`config.mk`:
```
export PLATFORM = sky130hd
export DESIGN_NAME = ialu_front
export DESIGN_NICKNAME = d
export VERILOG_FILES = /design/src/rtl/ialu_pkg.sv /design/src/rtl/ialu_front.sv
export SDC_FILE = /design/constraint.sdc
export NUM_CORES = 2
export LEC_CHECK = 0
export BUFFER_PORTS_ARGS = -buffer_cell sky130_fd_sc_hd__buf_2
export CAP_MARGIN = 10
export CORE_UTILIZATION = 53
export CTS_BUF_LIST = sky130_fd_sc_hd__clkbuf_8
export DETAILED_ROUTE_END_ITERATION = 8
export PLACE_DENSITY = 0.75
export RECOVER_POWER = 100
export SETUP_SLACK_MARGIN = 0.15
export SYNTH_ARGS = -nofsm -noshare
export SYNTH_HDL_FRONTEND = slang
export SYNTH_SLANG_ARGS = --single-unit
```
`constraint.sdc`:
```
create_clock -name i_clk -period 9.1 [get_ports i_clk]
set_input_delay 0.91 -clock i_clk [delete_from_list [all_inputs] [get_ports i_clk]]
set_output_delay 0.91 -clock i_clk [all_outputs]
set_load 0.02 [all_outputs]
```
`src/rtl/ialu_pkg.sv`:
```
package ialu_pkg;

    localparam int DATA_W_DEF = 32;
    localparam int FRAC_W_DEF = 8;
    localparam int OPND_W     = 32;
    localparam int OUT_W      = 40;
    localparam int FUNC_W     = 3;
    localparam int ERR_W      = 2;

    typedef enum logic [FUNC_W-1:0] {
        FN_ADD    = 3'd0,
        FN_SUB    = 3'd1,
        FN_MUL    = 3'd2,
        FN_DIV    = 3'd3,
        FN_SQUARE = 3'd4,
        FN_SQRT   = 3'd5
    } t_func;

    typedef enum logic [ERR_W-1:0] {
        ERR_NONE     = 2'd0,
        ERR_DIV_ZERO = 2'd1,
        ERR_NEG_SQRT = 2'd2,
        ERR_INVALID  = 2'd3
    } t_err;

    // which datapath supplies the result at the end of the chain
    typedef enum logic [1:0] {
        RS_INT  = 2'd0,
        RS_DIV  = 2'd1,
        RS_SQRT = 2'd2
    } t_rsel;

    typedef struct packed {
        t_rsel sel;
        t_err  err;
        logic  q_neg;
    } t_ctl;

    typedef struct packed {
        logic [FUNC_W-1:0]        func;
        logic signed [OPND_W-1:0] operand_a;
        logic signed [OPND_W-1:0] operand_b;
    } t_in;

    typedef struct packed {
        logic signed [OUT_W-1:0] result_value;
        logic                    result_is_fixed;
        logic [ERR_W-1:0]        error_code;
    } t_out;

endpackage

```
`src/rtl/ialu_front.sv`:
```
module ialu_front #(
    parameter int DW = 32,
    parameter int FB = 8
) (
    input  logic            i_clk,
    input  logic            i_rst_n,
    input  logic            i_en,
    input  logic            i_vld,
    input  ialu_pkg::t_in   i_data,
    output logic            o_vld,
    output ialu_pkg::t_ctl  o_ctl,
    output logic [DW-1:0]   o_int,
    output logic [DW-1:0]   o_ub,
    output logic [DW+FB-1:0] o_dq,
    output logic [2*((DW+2*FB+1)/2)-1:0] o_m
);
    import ialu_pkg::*;

    localparam int L  = DW + FB;
    localparam int RW = (DW + 2 * FB + 1) / 2;
    localparam int M2 = 2 * RW;

    logic [DW-1:0]   a_d;
    logic [DW-1:0]   b_d;
    logic [DW-1:0]   ua;
    logic [DW-1:0]   ub;
    logic [DW-1:0]   mb;
    logic [DW-1:0]   prod;

    logic            r_vld;
    t_ctl            r_ctl, n_ctl;
    logic [DW-1:0]   r_int, n_int;
    logic [DW-1:0]   r_ub;
    logic [L-1:0]    r_dq;
    logic [M2-1:0]   r_m;

    assign a_d  = i_data.operand_a[DW-1:0];
    assign b_d  = i_data.operand_b[DW-1:0];
    assign ua   = a_d[DW-1] ? (~a_d + 1'b1) : a_d;
    assign ub   = b_d[DW-1] ? (~b_d + 1'b1) : b_d;
    // one multiplier shared by multiply and square
    assign mb   = (t_func'(i_data.func) == FN_SQUARE) ? a_d : b_d;
    assign prod = a_d * mb;

    always_comb begin
        n_int       = '0;
        n_ctl.sel   = RS_INT;
        n_ctl.err   = ERR_NONE;
        n_ctl.q_neg = a_d[DW-1] ^ b_d[DW-1];
        case (t_func'(i_data.func))
            FN_ADD: begin
                n_int = a_d + b_d;
            end
            FN_SUB: begin
                n_int = a_d - b_d;
            end
            FN_MUL, FN_SQUARE: begin
                n_int = prod;
            end
            FN_DIV: begin
                n_ctl.sel = RS_DIV;
                if (b_d == '0) begin
                    n_ctl.err = ERR_DIV_ZERO;
                end
            end
            FN_SQRT: begin
                n_ctl.sel = RS_SQRT;
                if (a_d[DW-1]) begin
                    n_ctl.err = ERR_NEG_SQRT;
                end
            end
            default: begin
                n_ctl.err = ERR_INVALID;
            end
        endcase
    end

    always_ff @(posedge i_clk) begin
        if (!i_rst_n) begin
            r_vld <= 1'b0;
        end else if (i_en) begin
            r_vld <= i_vld;
        end
    end

    always_ff @(posedge i_clk) begin
        if (i_en) begin
            r_ctl <= n_ctl;
            r_int <= n_int;
            r_ub  <= ub;
            r_dq  <= L'(ua) << FB;
            r_m   <= M2'(ua) << (2 * FB);
        end
    end

    assign o_vld = r_vld;
    assign o_ctl = r_ctl;
    assign o_int = r_int;
    assign o_ub  = r_ub;
    assign o_dq  = r_dq;
    assign o_m   = r_m;

endmodule

```
== Yosys cells after proc, flatten, opt, wreduce, memory -nomap -nowiden ==
Cells that the tools add are included.

* $mul: 1
* Reduce and logical (&&, ||, !) cells: 4
* $add $sub $neg: 4
* Equality and inequality tests: 5
* Bitwise gates (word level): 3
* Mux-type cells: 8

{| class="wikitable"
|+ Operators by type and width
! cell !! count
|-
| $pmux W32 S3 || 1
|-
| $add A32 B1 Y32 const B || 2
|-
| $not A32 Y32 || 2
|-
| $mux W31 || 2
|-
| $add A32 B32 Y32 || 1
|-
| $logic_not A32 Y1 || 1
|-
| $mul A32 B32 Y32 || 1
|-
| $mux W32 || 1
|-
| $sub A32 B32 Y32 || 1
|-
| $eq A3 B2 Y1 const B || 2
|-
| $eq A3 B3 Y1 const B || 2
|-
| $pmux W2 S3 || 1
|-
| $pmux W2 S2 || 1
|-
| $reduce_or A4 Y1 || 1
|-
| $eq A3 B1 Y1 const B || 1
|-
| $logic_not A3 Y1 || 1
|-
| $mux W2 || 1
|-
| $reduce_or A2 Y1 || 1
|-
| $mux W1 || 1
|-
| $xor A1 B1 Y1 || 1
|}

* Register bits after elaboration: 102
* Logic and storage cells: 34
* Bits of input ports: 71

== Depth between registers and ports, before layout ==
* Depth in word-level cells: 4
* Depth in mapped cells: 33

== Worst setup path after synthesis ==
Ideal clock, no wire load.

* Path type: in2reg
* Start: in i_data[64] (netlist name)
* End: reg r_int[31], in the netlist o_int[31] (data pin)
* Path slack: 34 ps
* Stages on the path: 30
* Setup time: 256 ps
* Required time: 8,844 ps
* Data arrival time: 8,809 ps
* Cells stage by stage: clkbuf_1 or3b_2 clkbuf_1 buf_1 clkbuf_1 mux2_2 clkbuf_1 and2_1 fa_1 fa_1 fa_1 inv_1 fa_1 inv_1 fa_1 inv_1 fa_1 inv_1 fa_1 fa_1 ha_1 a21o_1 a21o_1 a21oi_1 o221ai_1 a31oi_1 o21ai_0 a31oi_1 xnor2_1 a22o_1

* Cells in the longest elaborated chain, start to end: 4

{| class="wikitable"
|+ RTL lines
! item !! line !! text
|-
| start: declaration || ialu_front.sv:9 || <nowiki>input ialu_pkg::t_in i_data,</nowiki>
|-
| $eq A3 B3 Y1 || ialu_front.sv:42, ialu_front.sv:50 ||
|-
| $mux W32 || ialu_front.sv:42 || <nowiki>assign mb = (t_func'(i_data.func) == FN_SQUARE) ? a_d : b_d;</nowiki>
|-
| $mul A32 B32 Y32 || ialu_front.sv:43 || <nowiki>assign prod = a_d * mb;</nowiki>
|-
| $pmux W32 S3 (*) || ialu_front.sv:50 || <nowiki>case (t_func'(i_data.func))</nowiki>
|-
| net n_int[31] || ialu_front.sv:32 || <nowiki>logic [DW-1:0] r_int, n_int;</nowiki>
|-
| end signal: assignment || ialu_front.sv:89 || <nowiki>r_int <= n_int;</nowiki>
|-
| end: declaration || ialu_front.sv:32 ||
|}

The timed path passes the listed nets; every way through them passes the cells marked *.
A chain may end at the register's enable or synchronous reset.

== Final worst setup path ==
* Start: in i_data[66] (netlist name)
* End: reg r_int[31], in the netlist o_int[31] (data pin)

The elaborated chain is that of the path after synthesis.

==> flow_summary_export.csv <==
group,metric,value,unit
status,outcome,"finished with violations",
status,failed_checks,"capacitance limit, slew limit",
detailed_routing,first_iter_violations,1851,
critical_path,r2r-end,"o_vld",
logic_synthesis,avgSynthCellArea,9.31,um^2
cells_and_area,multi_input_area,17800,um^2
cells_and_area,final_nets,3238,
sta,skew,0,ps
placed_design,detailedPlacementHpwl,58.5,mm
global_route,grt_max_degree,72,
critical_path,cp.required,9280,ps
critical_path,r2r-start,"o_vld",
critical_path,critPathLaunchType,"input port",
run,cap_violations,3,
clock_tree,ctsRootBufferMaster,"clkbuf_8",
critical_path,crit_type,"input port to register",
detailed_routing,highest_layer,"met4",
logic_synthesis,synthArstFlopShare,0,%
critical_path,cp.arrival,8920,ps
cells_and_area,ff_latch_area,3050,um^2
cells_and_area,nFillCells,3803,
clock_tree,post-cts-setup-buffers,0,
detailed_routing,wl_met2,32.7,mm
logic_synthesis,yosys_warnings,0,
logic_synthesis,yosysSeqAreaShare,13.2,%
clock_tree,clock_path_buffers,2,
logic_synthesis,netlist_instances,2491,
detailed_routing,wirelength,73.5,mm
placed_design,portBuffers,204,
global_route,grt_pass1_wl,112,mm
logic_synthesis,synth_top_area_share,35.3,%
placed_design,place.gp.congestion,0.991,
clock_tree,numCtsBuffers,9,
critical_path,crit_chain,"clkbuf_1 -> or3b_1 -> buf_4 -> mux2i_1 -> buf_4 -> nor2b_1 -> fa_1 -> fa_1 -> inv_1 -> fa_1 -> fa_1 -> inv_1 -> fa_1 -> fa_1 -> fa_1 -> fa_1 -> ha_1 -> nand2_1 -> o221ai_1 -> a31oi_1 -> o21ai_0 -> a31oi_1 -> xnor2_1 -> a22o_1",
clock_tree,numClockSinks,102,
worst_hold_path,hold_path_class,"register to register",
logic_synthesis,ys_types,70,
logic_synthesis,synth_edf_count,101,
logic_synthesis,synth_most_common_cell,"fa_1",
floorplan,die_area,44600,um^2
floorplan,core_area,43100,um^2
cells_and_area,syn_to_final_growth,6.22,%
sta,period_share,96.0,%
critical_path,critPathSlowestCell,"or3b_1",
clock_tree,clkSlewWorstSetupHoldPaths,120,ps
sta,hold_violations,0,
detailed_routing,post_drt_via_cell_ratio,5.78,
detailed_routing,routedWlPerCell,23.0,um
floorplan,rows,76,
critical_path,worstRegToRegCells,2,
detailed_routing,routed-via-count,18500,
sta,setup_violations,0,
worst_hold_path,hold_end,"o_vld",
clock_tree,tritoncts,"yes",
floorplan,die_h,211,um
critical_path,critPathCaptureType,"register",
critical_path,worstPathMaxFanout,13,
sta,max_slew.worst_pin.slew,3860,ps
clock_tree,cts.htree.levels,3,
logic_synthesis,synthTopCellsByCount,"fa_1, inv_1, nand2_1",
global_route,grt_pass1_vias,19200,
sta,finalSetupTns,0,ps
logic_synthesis,ys_ff_latch,102,
global_route,grt_antenna_before_repair,3,
detailed_routing,wl_met1,28.0,mm
global_route,grt_overflow,0,
logic_synthesis,synth_flop_cell,"edfxtp_1",
detailed_routing,wl_met3,8.87,mm
logic_synthesis,yosysTopAreaCell,"fa_1",
worst_hold_path,min_path_cells,2,
sta,relSlewSlack,-157,%
sta,rsz0062_at_grt,"no",
clock_tree,hold_buffers,0,
sta,min_period,8730,ps
sta,slew_viol_final,105,
sta,holdWs,532,ps
clock_tree,clock_latency,400,ps
clock_tree,cts_resized,0,
critical_path,cp_common_cell,"fa_1",
logic_synthesis,ys_top_cells_by_area,"fa_1, edfxtp_1, ha_1",
detailed_routing,ant_nets,0,
critical_path,ff2ff_setup_slack,8430,ps
worst_hold_path,hp-start,"o_vld",
global_route,grt_use_total,33.7,%
floorplan,io_pins,229,
sta,fmax,114,MHz
detailed_routing,drt_first_pass_iters,6,
detailed_routing,route.detailed.drc,0,
logic_synthesis,netlist_area,23200,um^2
critical_path,max_stage_delay,770,ps
floorplan,dieWidth,211,um
cells_and_area,layout-drive-gt1-share,6.52,%
floorplan,start_util,53.9,%
[worst max-delay path, delay by kind of cell]
kind | cells | cell delay [ps]
XOR/XNOR | 1 | 160
multiplexers | 1 | 660
buffers and inverters | 5 | 820
AO/OA/AOI/OAI | 5 | 1020
AND/OR/NAND/NOR | 3 | 960
adder cells (fa/ha/maj) | 9 | 4370
[state kept, by name, summed over array words and instances (netlist names)]
signal and count:
o_ctl 5, o_dq 32, o_int 32, o_ub 32
o_vld 1
[through the flow]
| stage | cells | setup slack [ps] | area, um^2 | util (%) |
|---|---|---|---|---|
| detailed placement | 3176 | 98.4 | 24600 | 57.2 |
| floorplan | 2514 | 168 | 23300 | - |
| global placement | 3176 | 271 | 24600 | 57.2 |
| global route | 3194 | 158 | 24600 | 57.2 |
| CTS | 3192 | 574 | 24900 | 57.7 |
| finish | 3194 | 366 | 24600 | 57.2 |
[cells in the final DEF, fill, tap and decap left out, types with 4 or more instances in the layout]
| master | count |
|---|---|
| fa_1 | 409 |
| inv_1 | 391 |
| nand2_1 | 290 |
| and2_1 | 251 |
| ha_1 | 156 |
| clkbuf_1 | 146 |
| xnor2_1 | 134 |
| edfxtp_1 | 101 |
| nor2_1 | 76 |
| buf_2 | 63 |
| buf_4 | 57 |
| xor2_1 | 56 |
| o21ai_0 | 54 |
| a21oi_1 | 53 |
| nor2b_1 | 32 |
| or3_1 | 26 |
| o31ai_1 | 24 |
| a21o_1 | 24 |
| conb_1 | 24 |
| nand2b_1 | 22 |
| mux2_2 | 20 |
| o21a_1 | 20 |
| o22ai_1 | 19 |
| mux2i_1 | 15 |
| nand3_1 | 15 |
| nor3_1 | 11 |
| clkbuf_8 | 9 |
| and3_1 | 7 |
| a31oi_1 | 6 |
| o21bai_1 | 6 |
| or4_1 | 6 |
| and2_0 | 5 |
| nor4_1 | 4 |
| a21boi_0 | 4 |
| o32ai_1 | 4 |
[worst max path at each step]
stage	slack, ps	start	to
floorplan	170	i_data[64]	o_int[31]
global placement	270	i_data[65]	o_int[31]
detailed placement	100	i_data[65]	o_int[31]
CTS	570	i_data[65]	o_int[31]
global route	160	i_data[66]	o_int[31]
finish	370	i_data[66]	o_int[31]
[per-layer routing]
layer	vias up	track usage, %
li1	7878	-
met5	-	0
met1	9200	44.4
met2	1195	52.7
met4	0	17.1
met3	203	7.11
[final cells by class]
class                           instances  share of cell area (%)
Inverter                              391                    5.96
Clock inverter                          7                   0.376
Multi-Input combinational cell       1828                    72.3
Sequential cell                       102                    12.4
Timing Repair Buffer                  270                    5.51
Clock buffer                            9                   0.503
Tap cell                              585                    2.97
Antenna cell                            2                  0.0203
[kinds of logic (layout without fill, tap and decap cells)]
kind of cell | count (synthesis) | count (layout) | share of synthesized area (%)
AO/OA/AOI/OAI | 249 | 249 | 6.96
multiplexers | 35 | 35 | 1.62
flip-flops | 102 | 102 | 13.2
buffers and inverters | 584 | 677 | 10.4
AND/OR/NAND/NOR | 763 | 763 | 16.8
other | 1 | 26 | 0.0162
XOR/XNOR | 192 | 192 | 7.37
adder cells (fa/ha/maj) | 565 | 565 | 43.7
Power is left out: the tool's default activity adds up to more than one toggle a clock period on the data nets, which glitch-free logic cannot reach.
