File: src/rtl/ialu_pkg.sv
package ialu_pkg;

    localparam int DATA_W_DEF = 32;
    localparam int FRAC_W_DEF = 8;
    localparam int OPND_W     = 32;
    localparam int OUT_W      = 40;
    localparam int FUNC_W     = 3;
    localparam int ERR_W      = 2;

    typedef enum logic [FUNC_W-1:0] {
        FN_ADD    = 3'd0,
        FN_SUB    = 3'd1,
        FN_MUL    = 3'd2,
        FN_DIV    = 3'd3,
        FN_SQUARE = 3'd4,
        FN_SQRT   = 3'd5
    } t_func;

    typedef enum logic [ERR_W-1:0] {
        ERR_NONE     = 2'd0,
        ERR_DIV_ZERO = 2'd1,
        ERR_NEG_SQRT = 2'd2,
        ERR_INVALID  = 2'd3
    } t_err;

    // which datapath supplies the result at the end of the chain
    typedef enum logic [1:0] {
        RS_INT  = 2'd0,
        RS_DIV  = 2'd1,
        RS_SQRT = 2'd2
    } t_rsel;

    typedef struct packed {
        t_rsel sel;
        t_err  err;
        logic  q_neg;
    } t_ctl;

    typedef struct packed {
        logic [FUNC_W-1:0]        func;
        logic signed [OPND_W-1:0] operand_a;
        logic signed [OPND_W-1:0] operand_b;
    } t_in;

    typedef struct packed {
        logic signed [OUT_W-1:0] result_value;
        logic                    result_is_fixed;
        logic [ERR_W-1:0]        error_code;
    } t_out;

endpackage

File: src/rtl/ialu_cell.sv
module ialu_cell #(
    parameter int DW      = 32,
    parameter int FB      = 8,
    parameter bit SQRT_EN = 1'b1
) (
    input  logic            i_clk,
    input  logic            i_rst_n,
    input  logic            i_en,
    input  logic            i_vld,
    input  ialu_pkg::t_ctl  i_ctl,
    input  logic [DW-1:0]   i_int,
    input  logic [DW-1:0]   i_ub,
    input  logic [DW-1:0]   i_rem,
    input  logic [DW+FB-1:0] i_dq,
    input  logic [2*((DW+2*FB+1)/2)-1:0] i_m,
    input  logic [(DW+2*FB+1)/2+1:0]     i_srem,
    input  logic [(DW+2*FB+1)/2-1:0]     i_root,
    output logic            o_vld,
    output ialu_pkg::t_ctl  o_ctl,
    output logic [DW-1:0]   o_int,
    output logic [DW-1:0]   o_ub,
    output logic [DW-1:0]   o_rem,
    output logic [DW+FB-1:0] o_dq,
    output logic [2*((DW+2*FB+1)/2)-1:0] o_m,
    output logic [(DW+2*FB+1)/2+1:0]     o_srem,
    output logic [(DW+2*FB+1)/2-1:0]     o_root
);
    import ialu_pkg::*;

    localparam int L  = DW + FB;
    localparam int RW = (DW + 2 * FB + 1) / 2;
    localparam int M2 = 2 * RW;

    logic [DW:0]   div_sh;
    logic [DW:0]   div_diff;
    logic          div_ge;
    logic [RW+1:0] s_sh;
    logic [RW+1:0] s_trial;
    logic [RW+2:0] s_diff;
    logic          s_ge;

    logic          r_vld;
    t_ctl          r_ctl;
    logic [DW-1:0] r_int;
    logic [DW-1:0] r_ub;
    logic [DW-1:0] r_rem, n_rem;
    logic [L-1:0]  r_dq, n_dq;
    logic [M2-1:0] r_m, n_m;
    logic [RW+1:0] r_srem, n_srem;
    logic [RW-1:0] r_root, n_root;

    // restoring divide: one quotient bit, shifted into the low end of dq
    assign div_sh   = {i_rem, i_dq[L-1]};
    assign div_diff = div_sh - {1'b0, i_ub};
    assign div_ge   = !div_diff[DW];
    assign n_rem    = div_ge ? div_diff[DW-1:0] : div_sh[DW-1:0];
    assign n_dq     = {i_dq[L-2:0], div_ge};

    // digit-by-digit square root: one root bit from two radicand bits
    assign s_sh    = {i_srem[RW-1:0], i_m[M2-1:M2-2]};
    assign s_trial = {i_root, 2'b01};
    assign s_diff  = {1'b0, s_sh} - {1'b0, s_trial};
    assign s_ge    = !s_diff[RW+2];

    always_comb begin
        if (SQRT_EN) begin
            n_srem = s_ge ? s_diff[RW+1:0] : s_sh;
            n_root = {i_root[RW-2:0], s_ge};
            n_m    = i_m << 2;
        end else begin
            n_srem = i_srem;
            n_root = i_root;
            n_m    = i_m;
        end
    end

    always_ff @(posedge i_clk) begin
        if (!i_rst_n) begin
            r_vld <= 1'b0;
        end else if (i_en) begin
            r_vld <= i_vld;
        end
    end

    always_ff @(posedge i_clk) begin
        if (i_en) begin
            r_ctl  <= i_ctl;
            r_int  <= i_int;
            r_ub   <= i_ub;
            r_rem  <= n_rem;
            r_dq   <= n_dq;
            r_m    <= n_m;
            r_srem <= n_srem;
            r_root <= n_root;
        end
    end

    assign o_vld  = r_vld;
    assign o_ctl  = r_ctl;
    assign o_int  = r_int;
    assign o_ub   = r_ub;
    assign o_rem  = r_rem;
    assign o_dq   = r_dq;
    assign o_m    = r_m;
    assign o_srem = r_srem;
    assign o_root = r_root;

endmodule

File: config.mk
export PLATFORM = sky130hd
export DESIGN_NAME = ialu_cell
export DESIGN_NICKNAME = d
export VERILOG_FILES = /design/src/rtl/ialu_pkg.sv /design/src/rtl/ialu_cell.sv
export SDC_FILE = /design/constraint.sdc
export NUM_CORES = 1
export LEC_CHECK = 0
export ABC_CLOCK_PERIOD_IN_PS = 5100
export BUFFER_PORTS_ARGS = -buffer_cell sky130_fd_sc_hd__buf_2
export CORE_MARGIN = 5
export CORE_UTILIZATION = 35
export CTS_CLUSTER_DIAMETER = 100
export DETAILED_ROUTE_END_ITERATION = 16
export PLACE_DENSITY = 0.73
export SKIP_CTS_REPAIR_TIMING = 1
export SYNTH_ARGS = -nofsm -noshare
export SYNTH_HDL_FRONTEND = slang
export SYNTH_SLANG_ARGS = --single-unit
File: constraint.sdc
create_clock -name i_clk -period 5.1 [get_ports i_clk]
set_clock_uncertainty 0.05 [all_clocks]
set_input_delay 0.765 -clock i_clk [delete_from_list [all_inputs] [get_ports i_clk]]
set_output_delay 0.765 -clock i_clk [all_outputs]
set_load 0.005 [all_outputs]
# ---- Word-level counts from Yosys, hierarchy flattened
# Index checks and enable logic that the tools add are counted.
# W data, S select, Z words.
dict set report totals {
  ff_bits 238
  inputBits 243
  output_inout_bits 240
  wordCells 17
}
dict set report op_classes {
  addsub 2
  muxes 2
  reduce_logical 2
}
# cell count
set op_table {}
lappend op_table {{$sub A33 B32 Y33} 1}
lappend op_table {{$mux W32} 1}
lappend op_table {{$sub A26 B26 Y27} 1}
lappend op_table {{$mux W26} 1}
lappend op_table {{$logic_not A1 Y1} 2}

# ---- Longest topological paths before layout
# Gate-level depths: netlist of run 1.
dict set report logic_depth {
  depth_word 2
  ltp_mapped 14
  depth_no_buf 12
}

# ---- Worst setup path after synthesis of run 1
# OpenSTA, ideal clock, no wires.
dict set report synth_timing {
  kind {input to register}
  start {input port i_dq[39]}
  end {register r_rem[22], in the netlist o_rem[22], data pin}
  setup_ns 0.260
  arrival_ns 3.201
  required_ns 4.790
  slack_ns 1.589
  stages 14
  n_path_buf 2
  path_cell_list {inv_1 -> ha_1 -> fa_1 -> nand2b_1 -> a21o_1 -> a31oi_4 -> o211ai_2 -> a21oi_4 -> nor4_2 -> nor3_4 -> inv_2 -> buf_6 -> buf_6 -> mux2_4}
}
dict set report synth_via {
  elab_chain_len 2
}
# element line
set synth_lines {}
lappend synth_lines {{start, declared} ialu_cell.sv:14} ;# input logic [DW+FB-1:0] i_dq,
lappend synth_lines {{$sub A33 B32 Y33} ialu_cell.sv:54} ;# assign div_diff = div_sh - {1'b0, i_ub};
lappend synth_lines {{$mux W32} ialu_cell.sv:56} ;# assign n_rem = div_ge ? div_diff[DW-1:0] : div_sh[DW-1:0];
lappend synth_lines {{net n_rem[22]} ialu_cell.sv:46} ;# logic [DW-1:0] r_rem, n_rem;
lappend synth_lines {{end signal, assigned} ialu_cell.sv:90} ;# r_rem <= n_rem;
lappend synth_lines {{end, declared} ialu_cell.sv:46}
# The timed path passes the listed nets, and every way through them passes these cells.
# A chain may end at the register's enable or synchronous reset.

# ---- Final worst setup path of run 1
dict set report layout_timing {
  start {input port i_dq[39]}
  end {register r_rem[9], in the netlist o_rem[9], data pin}
}
# Same word-level chain as after synthesis.

==> run metrics, run 1 <==
setup TNS 0 ns; I/O Pins 483; Setup crit end kind flop; most frequent cells in the layout buf_2 (477), edfxtp_1 (237), inv_1 (69); DRT iter0 DRCs 609; data arrival time of the worst path 3.77 ns; number of setup violations in the final report 0; Setup CP Type primary input to flop; Hold Fails Final Rpt 0; worst min-delay path category primary input to flop; Yosys warning count 0; CP Cell Sequence buf_2 > inv_1 > ha_1 > fa_1 > nand2b_1 > a21o_1 > a31oi_4 > o211ai_2 > a21oi_4 > nor4_2 > nor3_4 > inv_2 > buf_4 > mux2_1; port bufs 478; Peak VDD IR 0.0002677 V; commonest non-fill, non-tap cell in the layout buf_2; Die Area 0.03556 mm2; fin cells 1741; Clock Latency Late Sink 0.53 ns; Yosys top cell by area edfxtp_1; vias in the first global route 8449; Area contributors post-synth edfxtp_1 (64%), ha_1 (6.4%), a21oi_1 (2.5%); r2r setup slk 4.47 ns; Post-synth EDFFs 237; Post-Syn Area per Cell 13.50 um2; clock root buffer clkbuf_16; unique cell type count in the Yosys netlist 68; hpwl dp 26030 um; hold path startpoint i_m[4]; hold path endpoint o_m[6]; unrepaired setup endpoints after global routing no; Max Cap Violations 0; Die W 188.6 um; Layout Nets 1617; setup ws final 1.557 ns; register area 0.007137 mm2; FP Rows 65; Worst Path Max Fanout 26; number of register bits inferred by synthesis 238; grt ovf 0; Seq/Total Area, Yosys 63.95%; Worst Setup SP i_dq[39]; DR pass1 iterations 5; post-DR vias/cell 4.947; share of flip-flops with an asynchronous set or reset 0%; crit-path max cell delay 0.41 ns; first-pass GRT wire length 49370 um; FF-to-FF End o_vld; DP Area 0.01399 mm2; wire per inst 19.04 um; routed vias 8613; area of the mapped netlist 0.01116 mm2; Rel. slew slack 39.03%; number of fill cells 2862; fmax 282.2 MHz; CTS buffer count 27; fin crit share 69.48%; status finished, final reports clean; Period minus WS final 3.543 ns; TritonCTS clock tree done; synthesized netlist cell count 827; Max Transition Viols Final 0; Setup WS pre-CTS 1.003 ns; H-tree levels 1; Cell Pwr Density 349.7 mW/mm2; Setup crit start kind primary input; RD Place Congestion 0.9016; ratio of cells with drive above 1 in the final layout 42.07%; DRC Markers 0; Worst Hold Depth 1; CTS clk-pin slew, worst paths 0.06 ns; Final Core Density 46.99%; Hold Slack 0.3510 ns; Pwr Total 5.185 mW; largest net degree at the start of global routing 139; slowest stage cell on the critical path fa_1; global-route usage over all layers 17.48%; dpl cells 1689; worst slew pin tran 0.9146 ns; Leak 6.653 nW; Top FF cell, synth edfxtp_1; area of the multi-input gates 0.003643 mm2; RR Startpoint o_vld; CP bufs+invs 4; routed wire length 33140 um; Routed Antenna Nets 0; P&R area growth vs syn 32.87%; core area 0.03156 mm2; die height 188.6 um; post-route cell area 0.01483 mm2; Sink Count 238; Max clock buf depth 3; Req. time, crit path 5.32 ns; initial core utilization 35.37%; Worst Reg2Reg Path Length in Cells 2; initial antenna violation count 10; delay-heaviest family, CP compound AO/OA/AOI/OAI gates; area share of the leading cell type in the synthesized netlist 63.77%
==> synth_stat cells, types with 8 or more instances <==
master	instances
nor2_1	31
o21ai_0	44
a21o_1	28
a31oi_1	9
clkbuf_1	11
inv_1	69
edfxtp_1	237
and3_1	9
mux2_2	19
ha_1	57
xor2_1	21
nand2_1	50
nor3_1	8
nand2b_1	11
nand4_1	12
xnor2_1	26
nand3_1	11
a21oi_1	55
mux2_4	8
==> metal layers <==
metal	vias up	GRT usage, %	part of all wire [%]
met1	4052	20.60	38
met2	413	30.85	50
met4	10	4.680	2.2
li1	4083	-	-
met5	-	0	0.21
met3	55	5.650	9.6
==> flip-flops by register name, indices dropped and copies added (netlist names) <==
name	count
o_rem	32
o_int	32
o_dq	40
o_vld	1
o_ctl	5
o_ub	32
o_m	46
o_root	24
o_srem	26
==> worst register-to-register path: stages, from the launching register on <==
cell and delay [ns]:
dfxtp_1 0.30, mux2i_1 0.11, nor2b_1 0.06
==> how the worst max path moves through the flow <==
stage	end	cells past startpoint	slack [ns]
2_1_floorplan	o_rem[22]	14	1.59
3_3_place_gp	o_rem[5]	14	1.0
3_5_place_dp	o_rem[9]	14	1.00
4_1_cts	o_rem[9]	14	1.54
5_1_grt	o_rem[8]	14	1.39
6_report	o_rem[9]	14	1.56
==> report_power, final <==
group / switching, mW / total (mW) / internal [mW]
Sequential: 0.0448 / 2.43 / 2.39
Clock: 0.773 / 1.80 / 1.03
Combinational: 0.513 / 0.952 / 0.439
==> cell families (layout without fill, tap and decap cells) <==
logic type | count (synthesis) | count (layout) | share of synthesized area [%]
multiplexers | 37 | 37 | 3.935
adder cells (fa/ha/maj) | 58 | 58 | 6.569
AO/OA/AOI/OAI | 187 | 187 | 10.76
AND/OR/NAND/NOR | 165 | 165 | 7.590
XOR/XNOR | 47 | 47 | 3.688
other | 1 | 5 | 0.03360
flip-flops | 238 | 238 | 63.95
buffers and inverters | 94 | 602 | 3.475
==> final cells by class <==
type,count,area share [%]
diodes,3,0.05062
clock buffers,31,4.657
clock inverters,18,0.9197
inverters,71,1.797
multi-input cells,496,24.57
flip-flops and latches,238,48.13
well taps,402,3.392
repair buffers,482,16.49
Note: power is estimated with default switching activity, not from simulation.
==> inputs of run 2 (changes only) <==
--- a/config.mk
+++ b/config.mk
@@ -5,13 +5,13 @@
 export SDC_FILE = /design/constraint.sdc
 export NUM_CORES = 1
 export LEC_CHECK = 0
-export ABC_CLOCK_PERIOD_IN_PS = 5100
+export ABC_CLOCK_PERIOD_IN_PS = 2900
 export BUFFER_PORTS_ARGS = -buffer_cell sky130_fd_sc_hd__buf_2
 export CORE_MARGIN = 5
 export CORE_UTILIZATION = 35
 export CTS_CLUSTER_DIAMETER = 100
 export DETAILED_ROUTE_END_ITERATION = 16
-export PLACE_DENSITY = 0.73
+export PLACE_DENSITY = 0.75
 export SKIP_CTS_REPAIR_TIMING = 1
 export SYNTH_ARGS = -nofsm -noshare
 export SYNTH_HDL_FRONTEND = slang
==> constraint.sdc (replaced) <==
create_clock -name i_clk -period 2.9 [get_ports i_clk]
set_clock_uncertainty 0.05 [all_clocks]
set_input_delay 0.435 -clock i_clk [delete_from_list [all_inputs] [get_ports i_clk]]
set_output_delay 0.435 -clock i_clk [all_outputs]
set_load 0.005 [all_outputs]
==> run metrics, run 2 (same netlist as run 1, synthesis figures left out) <==
Max Cap Violations 0; Layout Nets 1762; worst min-delay path category primary input to flop; setup TNS 0 ns; port bufs 478; Period minus WS final 2.760 ns; TritonCTS clock tree done; largest net degree at the start of global routing 59; Max clock buf depth 3; delay-heaviest family, CP compound AO/OA/AOI/OAI gates; Setup WS pre-CTS -0.4083 ns; hpwl dp 27460 um; Setup crit start kind primary input; Routed Antenna Nets 0; Peak VDD IR 0.0003825 V; share of power burned in registers 45.9%; Hold Slack 0.02507 ns; I/O Pins 483; Final Core Density 50.97%; crit-path max cell delay 0.40 ns; setup ws final 0.1396 ns; fmax 362.3 MHz; Clock Latency Late Sink 0.51 ns; max reg flops 46; first-pass GRT wire length 51590 um; slowest stage cell on the critical path fa_2; Max Transition Viols Final 0; P_sw 2.408 mW; CP Cell Sequence buf_2 > inv_12 > ha_4 > fa_2 > nand2b_4 > a21o_1 > a31oi_4 > o211ai_2 > a21oi_4 > buf_4 > nor4_4 > nor3_4 > inv_2 > buf_12 > mux2_1; Sink Count 238; initial core utilization 35.37%; DR pass1 iterations 5; fin cells 1884; unrepaired setup endpoints after global routing no; Worst Path Max Fanout 12; Clk pwr share 33.4%; CTS buffer count 27; Setup crit end kind flop; Req. time, crit path 3.11 ns; commonest non-fill, non-tap cell in the layout buf_2; wire per inst 18.72 um; Int Power 6.957 mW; Pwr Total 9.365 mW; H-tree levels 1; vias in the first global route 9296; core area 0.03156 mm2; FP Rows 65; dpl cells 1801; DRC Markers 0; routed vias 9177; Setup CP Type primary input to flop; initial antenna violation count 6; data arrival time of the worst path 2.97 ns; worst slew pin tran 0.5675 ns; ratio of cells with drive above 1 in the final layout 45.47%; Hold Fails Final Rpt 0; Rel. slew slack 61.63%; Comb power frac 20.7%; most frequent cells in the layout buf_2 (477), edfxtp_1 (237), buf_4 (110); global-route usage over all layers 18.18%; switching part of the total 25.71%; status finished, final reports clean; DP Area 0.01494 mm2; clock root buffer clkbuf_16; routed wire length 35260 um; Die Area 0.03556 mm2; post-route cell area 0.01608 mm2; CP bufs+invs 5; CTS clk-pin slew, worst paths 0.06 ns; die height 188.6 um; post-DR vias/cell 4.871; Die W 188.6 um; Cell Pwr Density 582.2 mW/mm2; RD Place Congestion 0.9251; fin crit share 95.18%; grt ovf 0; Leak 7.354 nW; P&R area growth vs syn 44.11%; number of setup violations in the final report 0; DRT iter0 DRCs 555
-- run 2: final cells by class --
class                      count  area (um2)
timing repair buffer         627        3679
clock buffer                  31       690.7
multi-input combinational    496        3675
tap                          402       503.0
antenna                        2       5.005
inverter                      71       279.0
clock inverter                17       116.4
sequential                   238        7137
fill                        2706       15470
-- run 2: final timing paths --
path | startpoint | to | slack, ns | cells past startpoint
worst max register to register | o_vld | o_vld | 2.27 | 2
worst min register to register | o_vld | o_vld | 0.47 | 2
worst min-delay path | i_int[25] | o_int[25] | 0.03 | 1
worst max-delay path | i_dq[39] | o_rem[8] | 0.14 | 15
-- run 2: routing by layer --
layer	GRT usage (%)	vias to the layer above	wire (um)	part of all wire [%]
met1	21.11	4291	13120	37
met4	6.250	6	1224	3.5
met2	32.93	430	17890	51
met3	4.335	84	2978	8.4
met5	0	-	54	0.15
li1	-	4366	-	-
-- run 2: power by group through the flow --
| stage | sequential (mW) | clock (mW) | combinational [mW] |
|---|---|---|---|
| 2_1_floorplan | 4.40 | 0 | 0.817 |
| 6_report | 4.30 | 3.13 | 1.94 |
| 3_5_place_dp | 4.36 | 0 | 1.90 |
| 3_3_place_gp | 4.36 | 0 | 1.86 |
| 5_1_grt | 4.32 | 3.42 | 2.11 |
| 4_1_cts | 4.30 | 3.23 | 1.91 |
==> inputs of run 3 (changes only) <==
--- a/config.mk
+++ b/config.mk
@@ -7,6 +7,7 @@
 export LEC_CHECK = 0
 export ABC_CLOCK_PERIOD_IN_PS = 2900
 export BUFFER_PORTS_ARGS = -buffer_cell sky130_fd_sc_hd__buf_2
+export CORE_ASPECT_RATIO = 0.75
 export CORE_MARGIN = 5
 export CORE_UTILIZATION = 35
 export CTS_CLUSTER_DIAMETER = 100
==> run metrics, run 3 (same netlist as run 1, synthesis figures left out) <==
Hold Fails Final Rpt 0; initial antenna violation count 9; hpwl dp 29940 um; routed wire length 39590 um; most frequent cells in the layout buf_2 (477), edfxtp_1 (237), buf_4 (114); Clock Latency Late Sink 0.54 ns; grt ovf 0; global-route usage over all layers 19.38%; commonest non-fill, non-tap cell in the layout buf_2; RD Place Congestion 0.9129; P_sw 2.543 mW; share of power burned in registers 45.1%; TritonCTS clock tree done; Int Power 7.000 mW; ratio of cells with drive above 1 in the final layout 43.99%; I/O Pins 483; clock root buffer clkbuf_16; Period minus WS final 2.812 ns; Final Core Density 53.04%; die height 164.6 um; CTS buffer count 26; Max clock buf depth 3; max reg flops 46; DR pass1 iterations 5; worst min-delay path category primary input to flop; Setup WS pre-CTS -0.5181 ns; first-pass GRT wire length 53610 um; DRC Markers 0; Clk pwr share 33.5%; Comb power frac 21.4%; data arrival time of the worst path 3.04 ns; Worst Path Max Fanout 8; setup ws final 0.08800 ns; FP Rows 56; fin crit share 96.97%; Die W 216.2 um; fin cells 1949; number of setup violations in the final report 0; port bufs 478; Max Cap Violations 0; Die Area 0.03560 mm2; wire per inst 20.31 um; post-DR vias/cell 4.936; fmax 355.6 MHz; largest net degree at the start of global routing 66; DRT iter0 DRCs 744; CTS clk-pin slew, worst paths 0.07 ns; dpl cells 1806; crit-path max cell delay 0.40 ns; Req. time, crit path 3.13 ns; Cell Pwr Density 573.2 mW/mm2; H-tree levels 1; P&R area growth vs syn 49.18%; Setup crit end kind flop; CP Cell Sequence buf_2 > inv_12 > ha_4 > fa_2 > nand2b_4 > a21o_1 > a31oi_4 > o211ai_2 > a21oi_4 > o211a_1 > nor3_4 > inv_2 > buf_4 > mux2_1; routed vias 9620; status finished, final reports clean; Setup crit start kind primary input; Hold Slack 0.01439 ns; Routed Antenna Nets 0; Peak VDD IR 0.0003349 V; Setup CP Type primary input to flop; core area 0.03139 mm2; worst slew pin tran 0.6387 ns; Rel. slew slack 56.75%; switching part of the total 26.65%; Leak 7.582 nW; Sink Count 238; initial core utilization 35.55%; unrepaired setup endpoints after global routing no; Layout Nets 1820; vias in the first global route 9237; Max Transition Viols Final 0; slowest stage cell on the critical path fa_2
[run 3: changes by cell type in the layout (fill, tap and decap cells not counted), sizes merged]
cell         delta
inv             +1
buf             +1
clkbuf          +3
diode           +2
dlygate4sd3    +58
clkinv          -6
clkinvlp        +2
[run 3: critical path, delay by kind of cell]
family | cells | cell delay, ns
AOI/OAI and AO/OA | 5 | 0.94
adders and majority gates | 2 | 0.56
buffers and inverters | 4 | 0.55
muxes | 1 | 0.34
and+or+nand+nor | 2 | 0.22
[run 3: metal layers]
| metal | vias to the layer above | track usage, % | wire, um |
|---|---|---|---|
| li1 | 4478 | - | - |
| met1 | 4653 | 23.73 | 15500 |
| met2 | 397 | 32.32 | 19360 |
| met3 | 86 | 6.542 | 3211 |
| met4 | 6 | 6.934 | 1493 |
| met5 | - | 0 | 31 |
[run 3: power groups by stage]
stage | Sequential (mW) | Clock, mW | Combinational, mW
2_1_floorplan | 4.40 | 0 | 0.817
3_3_place_gp | 4.36 | 0 | 1.88
3_5_place_dp | 4.36 | 0 | 1.92
4_1_cts | 4.30 | 3.28 | 1.93
5_1_grt | 4.33 | 3.45 | 2.21
6_report | 4.30 | 3.20 | 2.04
[run 3: final timing paths]
check / startpoint / to / slack [ns] / cells past startpoint
max: i_dq[39] / o_rem[9] / 0.09 / 14
min: i_m[11] / o_m[13] / 0.01 / 1
max reg2reg: o_vld / o_vld / 2.26 / 2
min reg2reg: o_vld / o_vld / 0.48 / 2
[run 3: metrics by stage]
stage / TNS, ns / instance area [um2] / power [mW]
final: 0 / 16650 / 9.543
after global routing: 0 / 16650 / 9.993
after CTS: 0 / 15730 / 9.513
after detailed placement: -19.99 / 14920 / 6.283
after global placement: -15.98 / 14920 / 6.233
after floorplan: -3.528 / 11210 / 5.222
[run 3: area by class of cell]
class                      count  area (um2)
clock buffer                  34       690.7
timing repair buffer         686        4229
multi-input combinational    496        3675
clock inverter                14       121.4
sequential                   238        7137
fill                        2706       14740
inverter                      71       279.0
antenna                        4       10.01
tap                          406       508.0
